--- config.mk ---
export PLATFORM = sky130hd
export DESIGN_NAME = fprc_frame_core
export DESIGN_NICKNAME = d
export VERILOG_FILES = /design/src/fprc_pkg.sv /design/src/fprc_frame_core.sv
export SDC_FILE = /design/constraint.sdc
export NUM_CORES = 1
export LEC_CHECK = 0
export ABC_CLOCK_PERIOD_IN_PS = 6700
export BUFFER_PORTS_ARGS = -buffer_cell sky130_fd_sc_hd__buf_2
export CAP_MARGIN = 0
export CORE_MARGIN = 2
export CORE_UTILIZATION = 40
export CTS_BUF_LIST = sky130_fd_sc_hd__clkbuf_4 sky130_fd_sc_hd__clkbuf_8
export DETAILED_ROUTE_END_ITERATION = 8
export GPL_TIMING_DRIVEN = 0
export PLACE_DENSITY = 0.63
export SYNTH_ARGS = -nofsm -noshare
export SYNTH_HDL_FRONTEND = slang
export SYNTH_SLANG_ARGS = --single-unit
--- constraint.sdc ---
create_clock -name i_clk -period 6.7 [get_ports i_clk]
set_input_delay 0.335 -clock i_clk [delete_from_list [all_inputs] [get_ports i_clk]]
set_output_delay 0.335 -clock i_clk [all_outputs]
set_load 0.02 [all_outputs]
--- src/fprc_pkg.sv ---
`default_nettype none
// ----------------------------------------------------------------------------
// fprc_pkg
// Shared types and constants of the framed packet receive checker.
// ----------------------------------------------------------------------------
package fprc_pkg;

    localparam int POS_W  = 17;
    localparam int CFG_IDX_W = 1;
    localparam int CFG_DATA_W = 64;

    localparam logic [POS_W-1:0] POS_MAX       = '1;
    localparam logic [7:0]       HEAD_HI       = 8'h4A;
    localparam logic [7:0]       HEAD_LO       = 8'h54;
    localparam logic [POS_W:0]   MIN_FRAME     = 18'd21;
    localparam logic [POS_W-1:0] PAYLOAD_START = 17'd19;

    // Fixed byte positions inside the frame
    localparam logic [POS_W-1:0] POS_HEAD_HI = 17'd0;
    localparam logic [POS_W-1:0] POS_HEAD_LO = 17'd1;
    localparam logic [POS_W-1:0] POS_ID_FIRST = 17'd2;
    localparam logic [POS_W-1:0] POS_ID_LAST = 17'd9;
    localparam logic [POS_W-1:0] POS_SERIAL_HI = 17'd10;
    localparam logic [POS_W-1:0] POS_SERIAL_LO = 17'd11;
    localparam logic [POS_W-1:0] POS_ITEM = 17'd13;
    localparam logic [POS_W-1:0] POS_FUNC_HI = 17'd15;
    localparam logic [POS_W-1:0] POS_FUNC_LO = 17'd16;
    localparam logic [POS_W-1:0] POS_LEN_HI = 17'd17;
    localparam logic [POS_W-1:0] POS_LEN_LO = 17'd18;

    // Configuration register indexes
    localparam logic [CFG_IDX_W-1:0] CFG_DEVICE_ID   = 1'd0;
    localparam logic [CFG_IDX_W-1:0] CFG_ITEM_NUMBER = 1'd1;

    localparam logic KIND_PAYLOAD = 1'b0;
    localparam logic KIND_VERDICT = 1'b1;

    typedef enum logic [2:0] {
        ST_OK         = 3'd0,
        ST_SHORT      = 3'd1,
        ST_BAD_HEADER = 3'd2,
        ST_BAD_SUM    = 3'd3,
        ST_OTHER_DEV  = 3'd4,
        ST_OTHER_ITEM = 3'd5
    } t_status;

    typedef struct packed {
        logic        kind;
        logic [7:0]  payload_byte;
        t_status     status;
        logic [15:0] serial_number;
        logic [15:0] function_code;
        logic [15:0] payload_length;
    } t_result;

    typedef struct packed {
        logic    has;
        t_result res;
    } t_core_out;

endpackage : fprc_pkg
`default_nettype wire

--- src/fprc_frame_core.sv ---
`default_nettype none
// ----------------------------------------------------------------------------
// fprc_frame_core
// Per-byte frame parser: position tracking, field capture, running sum and
// the end-of-frame verdict, all settled in one pass per byte.
// ----------------------------------------------------------------------------
module fprc_frame_core (
    input  wire logic                   i_clk,
    input  wire logic                   i_rst_n,
    input  wire logic                   i_step,
    input  wire logic [7:0]             i_byte,
    input  wire logic                   i_last,
    input  wire logic [63:0]            i_device_id,
    input  wire logic [7:0]             i_item_number,
    output fprc_pkg::t_core_out         o_out
);
    import fprc_pkg::*;

    logic [POS_W-1:0] r_pos, n_pos;
    logic [15:0]      r_sum, n_sum;
    logic             r_head_ok, n_head_ok;
    logic             r_id_ok, n_id_ok;
    logic             r_item_ok, n_item_ok;
    logic [15:0]      r_serial, n_serial;
    logic [15:0]      r_func, n_func;
    logic [15:0]      r_len, n_len;
    logic [15:0]      r_rx_sum, n_rx_sum;

    logic             w_ge_start;
    logic [POS_W-1:0] w_off;
    logic [POS_W-1:0] w_tail;
    logic             w_in_sum;
    logic             w_is_payload;
    logic [2:0]       w_id_idx;
    logic [7:0]       w_id_byte;
    logic [POS_W:0]   w_total;
    logic [POS_W:0]   w_need;
    t_status          w_status;

    always_comb begin
        w_ge_start   = (r_pos >= PAYLOAD_START);
        w_off        = r_pos - PAYLOAD_START;
        w_tail       = w_off - {1'b0, r_len};
        w_in_sum     = !w_ge_start || (w_off < {1'b0, r_len});
        w_is_payload = w_ge_start && w_in_sum;
        // Byte 2 carries the most significant id byte
        w_id_idx     = 3'(4'd9 - r_pos[3:0]);
        w_id_byte    = i_device_id[{w_id_idx, 3'b000} +: 8];

        n_head_ok = r_head_ok;
        n_id_ok   = r_id_ok;
        n_item_ok = r_item_ok;
        n_serial  = r_serial;
        n_func    = r_func;
        n_len     = r_len;
        n_rx_sum  = r_rx_sum;

        if (r_pos == POS_HEAD_HI) begin
            n_head_ok = r_head_ok && (i_byte == HEAD_HI);
        end else if (r_pos == POS_HEAD_LO) begin
            n_head_ok = r_head_ok && (i_byte == HEAD_LO);
        end else if (r_pos >= POS_ID_FIRST && r_pos <= POS_ID_LAST) begin
            n_id_ok = r_id_ok && (w_id_byte == i_byte);
        end else if (r_pos == POS_SERIAL_HI || r_pos == POS_SERIAL_LO) begin
            n_serial = {r_serial[7:0], i_byte};
        end else if (r_pos == POS_ITEM) begin
            n_item_ok = (i_byte == i_item_number);
        end else if (r_pos == POS_FUNC_HI || r_pos == POS_FUNC_LO) begin
            n_func = {r_func[7:0], i_byte};
        end else if (r_pos == POS_LEN_HI || r_pos == POS_LEN_LO) begin
            n_len = {r_len[7:0], i_byte};
        end else if (!w_in_sum && w_tail < 17'd2) begin
            n_rx_sum = {r_rx_sum[7:0], i_byte};
        end

        n_sum = w_in_sum ? (r_sum + {8'd0, i_byte}) : r_sum;
        n_pos = (r_pos != POS_MAX) ? (r_pos + 1'b1) : r_pos;

        // Verdict uses the state as it stands after this byte
        w_total = {1'b0, r_pos} + 1'b1;
        w_need  = MIN_FRAME + {2'b00, n_len};
        if (w_total < MIN_FRAME || w_total < w_need) begin
            w_status = ST_SHORT;
        end else if (!n_head_ok) begin
            w_status = ST_BAD_HEADER;
        end else if (n_rx_sum != n_sum) begin
            w_status = ST_BAD_SUM;
        end else if (!n_id_ok) begin
            w_status = ST_OTHER_DEV;
        end else if (!n_item_ok) begin
            w_status = ST_OTHER_ITEM;
        end else begin
            w_status = ST_OK;
        end

        o_out = '0;
        o_out.res.status = ST_OK;
        if (i_last) begin
            o_out.has                = 1'b1;
            o_out.res.kind           = KIND_VERDICT;
            o_out.res.status         = w_status;
            o_out.res.serial_number  = n_serial;
            o_out.res.function_code  = n_func;
            o_out.res.payload_length = n_len;
        end else if (w_is_payload) begin
            o_out.has              = 1'b1;
            o_out.res.kind         = KIND_PAYLOAD;
            o_out.res.payload_byte = i_byte;
        end
    end

    always_ff @(posedge i_clk) begin
        if (!i_rst_n || (i_step && i_last)) begin
            // Drop frame state back to its idle values
            r_pos     <= '0;
            r_sum     <= '0;
            r_head_ok <= 1'b1;
            r_id_ok   <= 1'b1;
            r_item_ok <= 1'b0;
            r_serial  <= '0;
            r_func    <= '0;
            r_len     <= '0;
            r_rx_sum  <= '0;
        end else if (i_step) begin
            r_pos     <= n_pos;
            r_sum     <= n_sum;
            r_head_ok <= n_head_ok;
            r_id_ok   <= n_id_ok;
            r_item_ok <= n_item_ok;
            r_serial  <= n_serial;
            r_func    <= n_func;
            r_len     <= n_len;
            r_rx_sum  <= n_rx_sum;
        end
    end

`ifndef ASSERT_OFF
    a_clear_after_last: assert property (@(posedge i_clk) disable iff (!i_rst_n)
        i_step && i_last |=> r_pos == '0 && r_sum == '0 && r_head_ok && r_id_ok)
        else $error("frame state not cleared after last byte");

    a_pos_advance: assert property (@(posedge i_clk) disable iff (!i_rst_n)
        i_step && !i_last && r_pos != POS_MAX |=> r_pos == $past(r_pos) + 1'b1)
        else $error("byte position did not advance");

    a_hold_idle: assert property (@(posedge i_clk) disable iff (!i_rst_n)
        !i_step |=> $stable(r_pos) && $stable(r_sum) && $stable(r_len))
        else $error("frame state moved without a byte");
`endif

endmodule : fprc_frame_core
`default_nettype wire

; Yosys cells after proc, flatten, opt, wreduce, memory -nomap -nowiden
; Index checks and enable logic that the tools add are counted.
[totals]
out_inout_bits = 61
in_bits = 84
elab_cells = 101
ff_bits = 100
[op_classes]
n_lt_le_gt_ge = 7
mux = 45
reduce_logical = 18
shift = 1
add_sub_neg = 7
eq_ne = 14
[ops]
columns = cell, n
row1 = 16-bit two-way mux, 26
row2 = "17-bit by 4-bit equality test with 1-bit output, second input constant", 4
row3 = 64-bit by 7-bit indexed part select with 8-bit output, 1
row4 = "17-bit by 5-bit equality test with 1-bit output, second input constant", 3
row5 = 51-bit two-way mux, 1
row6 = "17-bit by 1-bit adder with 18-bit output, second input constant", 1
row7 = 18-bit by 17-bit less-than comparator with 1-bit output, 1
row8 = "18-bit by 5-bit less-than comparator with 1-bit output, second input constant", 1
row9 = "17-bit by 1-bit adder with 17-bit output, second input constant", 1
row10 = "5-bit by 16-bit adder with 17-bit output, first input constant", 1
row11 = "17-bit by 1-bit equality test with 1-bit output, second input constant", 1
row12 = "17-bit by 2-bit greater-or-equal comparator with 1-bit output, second input constant", 1
row13 = "17-bit by 5-bit greater-or-equal comparator with 1-bit output, second input constant", 1
row14 = "17-bit by 4-bit <= comparator with 1-bit output, second input constant", 1
row15 = 17-bit zero test, 1
row16 = 17-bit by 16-bit less-than comparator with 1-bit output, 1
row17 = "17-bit by 2-bit less-than comparator with 1-bit output, second input constant", 1
row18 = "17-bit != test, second input constant", 1
row19 = 17-bit by 16-bit subtractor with 17-bit output, 1
row20 = "17-bit by 5-bit subtractor with 17-bit output, second input constant", 1
row21 = 16-bit by 8-bit adder with 16-bit output, 1
row22 = "8-bit by 7-bit equality test with 1-bit output, second input constant", 2
row23 = 8-bit equality test, 2
row24 = 16-bit != test, 1
row25 = other kinds (10), 36

; Logic depth before layout (Yosys ltp)
[depth]
ltp_word = 18
mapped_depth = 32
depth_no_buf = 28

; Least setup slack after synthesis
; OpenSTA, ideal clock, no wires.
[synth_timing]
kind = register to output
startpoint = register r_pos[1]
endpoint = output port o_out[48] in the netlist's numbering
n_path_buf = 4
t_arrival_ns = 6.253
stages_incl_launch_ff = 32
t_required_ns = 6.365
setup_slack_ns = 0.112
path_cell_list = dfxtp_1 clkbuf_1 clkbuf_1 inv_1 ha_1 nor4bb_1 a311oi_1 nand2b_1 nor2_1 clkbuf_1 clkbuf_1 a21oi_1 inv_1 ha_1 inv_1 a32oi_1 o211ai_1 a211oi_1 nor2b_1 a21oi_1 nor3b_1 a21oi_1 ha_1 a21oi_1 nor2b_1 o21ai_0 nand2b_1 a21oi_1 o311a_1 nor2_1 a21o_1 a41oi_1
[synth_lines]
columns = element, line_no
row1 = start: declaration, fprc_frame_core.sv:19  ; logic [POS_W-1:0] r_pos, n_pos;
row2 = start signal: assignment, fprc_frame_core.sv:125  ; r_pos <= n_pos;
row3 = end: declaration, fprc_frame_core.sv:15  ; output fprc_pkg::t_core_out o_out

==> impl_metrics.env <==
export IMPL_start_util_pct=41.0
export IMPL_rows=55
export IMPL_drv_slew=0
export IMPL_hpwl_um=24900
export IMPL_drt_iter0_drc=810
export IMPL_cp_end_kind="primary output"
export IMPL_drc=0
export IMPL_most_common_layout_cells="208 x nand2_1, 150 x buf_2, 140 x nor2_1, 118 x a21oi_1, 98 x dfxtp_1"
export IMPL_cellPowerDensity_mw_per_mm2=118
export IMPL_layout_commonest_cell="nand2_1"
export IMPL_synth_area_sq_mm=0.00934
export IMPL_vdd_ir_drop_max_mv=0.0935
export IMPL_dr_pass1_iters=5
export IMPL_layout_drive_gt1_share_pct=19.7
export IMPL_syn_to_final_growth_pct=19.0
export IMPL_critical_path_arrival_ns=6.16
export IMPL_syn_avg_cell_area_sq_um=7.40
export IMPL_die_width_um=157
export IMPL_finalCritPeriodShare_pct=96.9
export IMPL_finalWeightedCongestion=0.974
export IMPL_ant_nets=0
export IMPL_design_area_sq_mm=0.0111
export IMPL_fmax_mhz=154
export IMPL_fin_tns_setup_ns=0
export IMPL_drt_total_wl_um=32400
export IMPL_vias=9809
export IMPL_antenna_found_initial=0
export IMPL_routedWlPerCell_um=18.4
export IMPL_grt_start_max_net_pins=21
export IMPL_synth_ff_type="dfxtp_1"
export IMPL_p_leak_nw=4.44
export IMPL_grt_pass1_vias=9297
export IMPL_final_hold_viol_count=0
export IMPL_dieArea_sq_mm=0.0246
export IMPL_worst_pin_slew_ns=1.08
export IMPL_synth_enable_flop_cells=0
export IMPL_io_buffers=144
export IMPL_io_pins=145
export IMPL_core_sq_mm=0.0228
export IMPL_cts_clk_slew_worst_paths_ns=0.13
export IMPL_grt_overflow_total=0
export IMPL_status="completed"
export IMPL_die_y_um=157
export IMPL_finalClockSkew_ns=0.0171
export IMPL_clkLatencyLatePin_ns=0.41
export IMPL_slew_headroom_pct=25.9
export IMPL_finalSetupViolations=0
export IMPL_critical_path_class="reg -> out"
export IMPL_viasPerCell=5.59
export IMPL_worst_ep_required_time_ns=6.36
export IMPL_utilization_pct=48.8
export IMPL_cts_tree="built"
export IMPL_cts_max_level=3
export IMPL_fin_nets=1573
export IMPL_min_period_ns=6.49
export IMPL_ys_seq_elements=100
export IMPL_grt_pass1_wl_um=50300
export IMPL_synth_seq_area_share_pct=21.4
export IMPL_ys_warn_count=0
export IMPL_dpl_instance_area_sq_mm=0.0105
export IMPL_grt_usage_pct=26.3
export IMPL_critPathLaunchType="flip-flop"
export IMPL_ctsHoldBuffers=0
export IMPL_async_reset_ff_share_pct=0
export IMPL_clock_root_buffer="clkbuf_8"
export IMPL_diodes=0
export IMPL_hp_class="in -> reg"
export IMPL_cts_buffers=9
export IMPL_synth_nets=1398
export IMPL_drv_cap=0
export IMPL_ys_types=89
export IMPL_synthCells=1263
export IMPL_cp_max_fo=10
export IMPL_cts_path_max_buffers=2
export IMPL_cts_sink_count=100
## per-stage QoR
| step | worst slack [ns] | hold slack [ns] | power [mW] | instances |
|---|---|---|---|---|
| finish | 0.206 | 0.373 | 1.31 | 1756 |
| global route | -0.0522 | 0.408 | 1.37 | 1756 |
| CTS | 0.0178 | 0.355 | 1.31 | 1742 |
| detailed placement | -1.72 | 0.448 | 0.889 | 1720 |
| global placement | -1.78 | 0.439 | 0.886 | 1720 |
| floorplan | 0.112 | 0.431 | 0.797 | 1263 |
## Yosys cell counts, types with 3 or more instances
master     count  area, sq um
o31ai_1        5         37.5
nor4_1        10         62.6
a311oi_1       3         26.3
o211ai_1       5         37.5
nor3b_1        4         30.0
a21oi_1      123          616
o311ai_0       3         26.3
nand2b_1       8         50.1
nand4_1       18          113
dfxtp_1      100         2000
o21bai_1       3         22.5
a21o_1        17          128
nor2_1       143          537
o21ai_0       30          150
mux2i_1       52          521
a31oi_1       12         75.1
xor2_1        57          499
nand2_1      209          785
or3_1          7         43.8
and2_1        20          125
mux4_2        16          360
clkbuf_1      64          240
a2111oi_0      3         26.3
a32o_1         3         30.0
ha_1          49          613
a211oi_1      17          128
inv_1         38          143
o2111ai_1      3         26.3
a21boi_0       3         22.5
and3_1        16          100
xnor2_1       53          464
a211o_1        3         26.3
buf_2          9         45.0
o21a_1         7         52.6
buf_6          4         45.0
nor2b_1       11         68.8
nor3_1        27          135
nand3_1       26          130
nor4bb_1       3         30.0
nand3b_1       4         30.0
buf_1          6         22.5
or2_2          4         25.0
o211a_1        3         30.0
## final cells by class
type / instances / area [sq um]
Fill cell: 2316 / 11700
Multi-Input combinational cell: 1037 / 7050
Sequential cell: 100 / 2010
Timing Repair Buffer: 166 / 888
Buffer: 83 / 424
Tap cell: 313 / 392
Inverter: 41 / 158
Clock buffer: 9 / 124
Clock inverter: 7 / 76.3
## registers in the layout, indices dropped and copies added, names as in the netlist
| signal | flops |
|---|---|
| r_func | 16 |
| r_rx_sum | 16 |
| r_head_ok | 1 |
| r_item_ok | 1 |
| r_pos | 17 |
| r_sum | 16 |
| r_serial | 16 |
| r_len | 16 |
| r_id_ok | 1 |
## per-layer routing
layer  part of all wire (%)  track usage (%)
met2                     47             43.8
met5                      0                0
met1                     45             35.0
met3                    6.1             3.93
met4                    2.4             8.69
## worst max-delay path, stage by stage (launching register included)
cell and delay, ns:
dfxtp_4 0.39, buf_4 0.16, ha_1 0.17, clkbuf_1 0.20, o21a_2 0.32, nor2b_4 0.18
nand2_1 0.08, xnor2_1 0.24, ha_1 0.28, clkbuf_1 0.21, o21a_1 0.17, or3_1 0.32
and2_1 0.18, nor4_2 0.20, nand4_1 0.14, or4_2 0.72, nor4_4 0.27, buf_4 0.20
buf_4 0.14, inv_2 0.05, o31a_1 0.34, nor4_4 0.31, o2111a_1 0.27, buf_2 0.18
## logic make-up after synthesis
family                     after synthesis  synth area share, %
AOI/OAI and AO/OA                      273                 18.9
DFF                                    100                 21.4
and+or+nand+nor                        531                 26.6
muxes                                   70                 9.67
buffers and inverters                  126                 5.58
adders and majority gates               51                 6.99
xor gates and xnor gates               112                 10.8
## where the power goes
part	internal (mW)	switching, mW
Clock	0.149	0.266
Sequential	0.600	0.00870
Combinational	0.123	0.166
## final timing paths
kind / start / endpoint / slack, ns / cells past startpoint
max: r_pos[1] / o_out[50] / 0.21 / 23
min: i_step / r_sum[11] / 0.37 / 4
max reg2reg: r_pos[1] / r_rx_sum[6] / 1.05 / 23
min reg2reg: r_serial[8] / r_serial[8] / 0.46 / 2
## repair_timing
item | CTS | global route
endpoints found under the setup margin | 3 | 3
setup buffers | 6 | 16
pin swaps | 5 | 12
gates resized for setup | 36 | 43
Note: power is estimated with default switching activity, not from simulation.
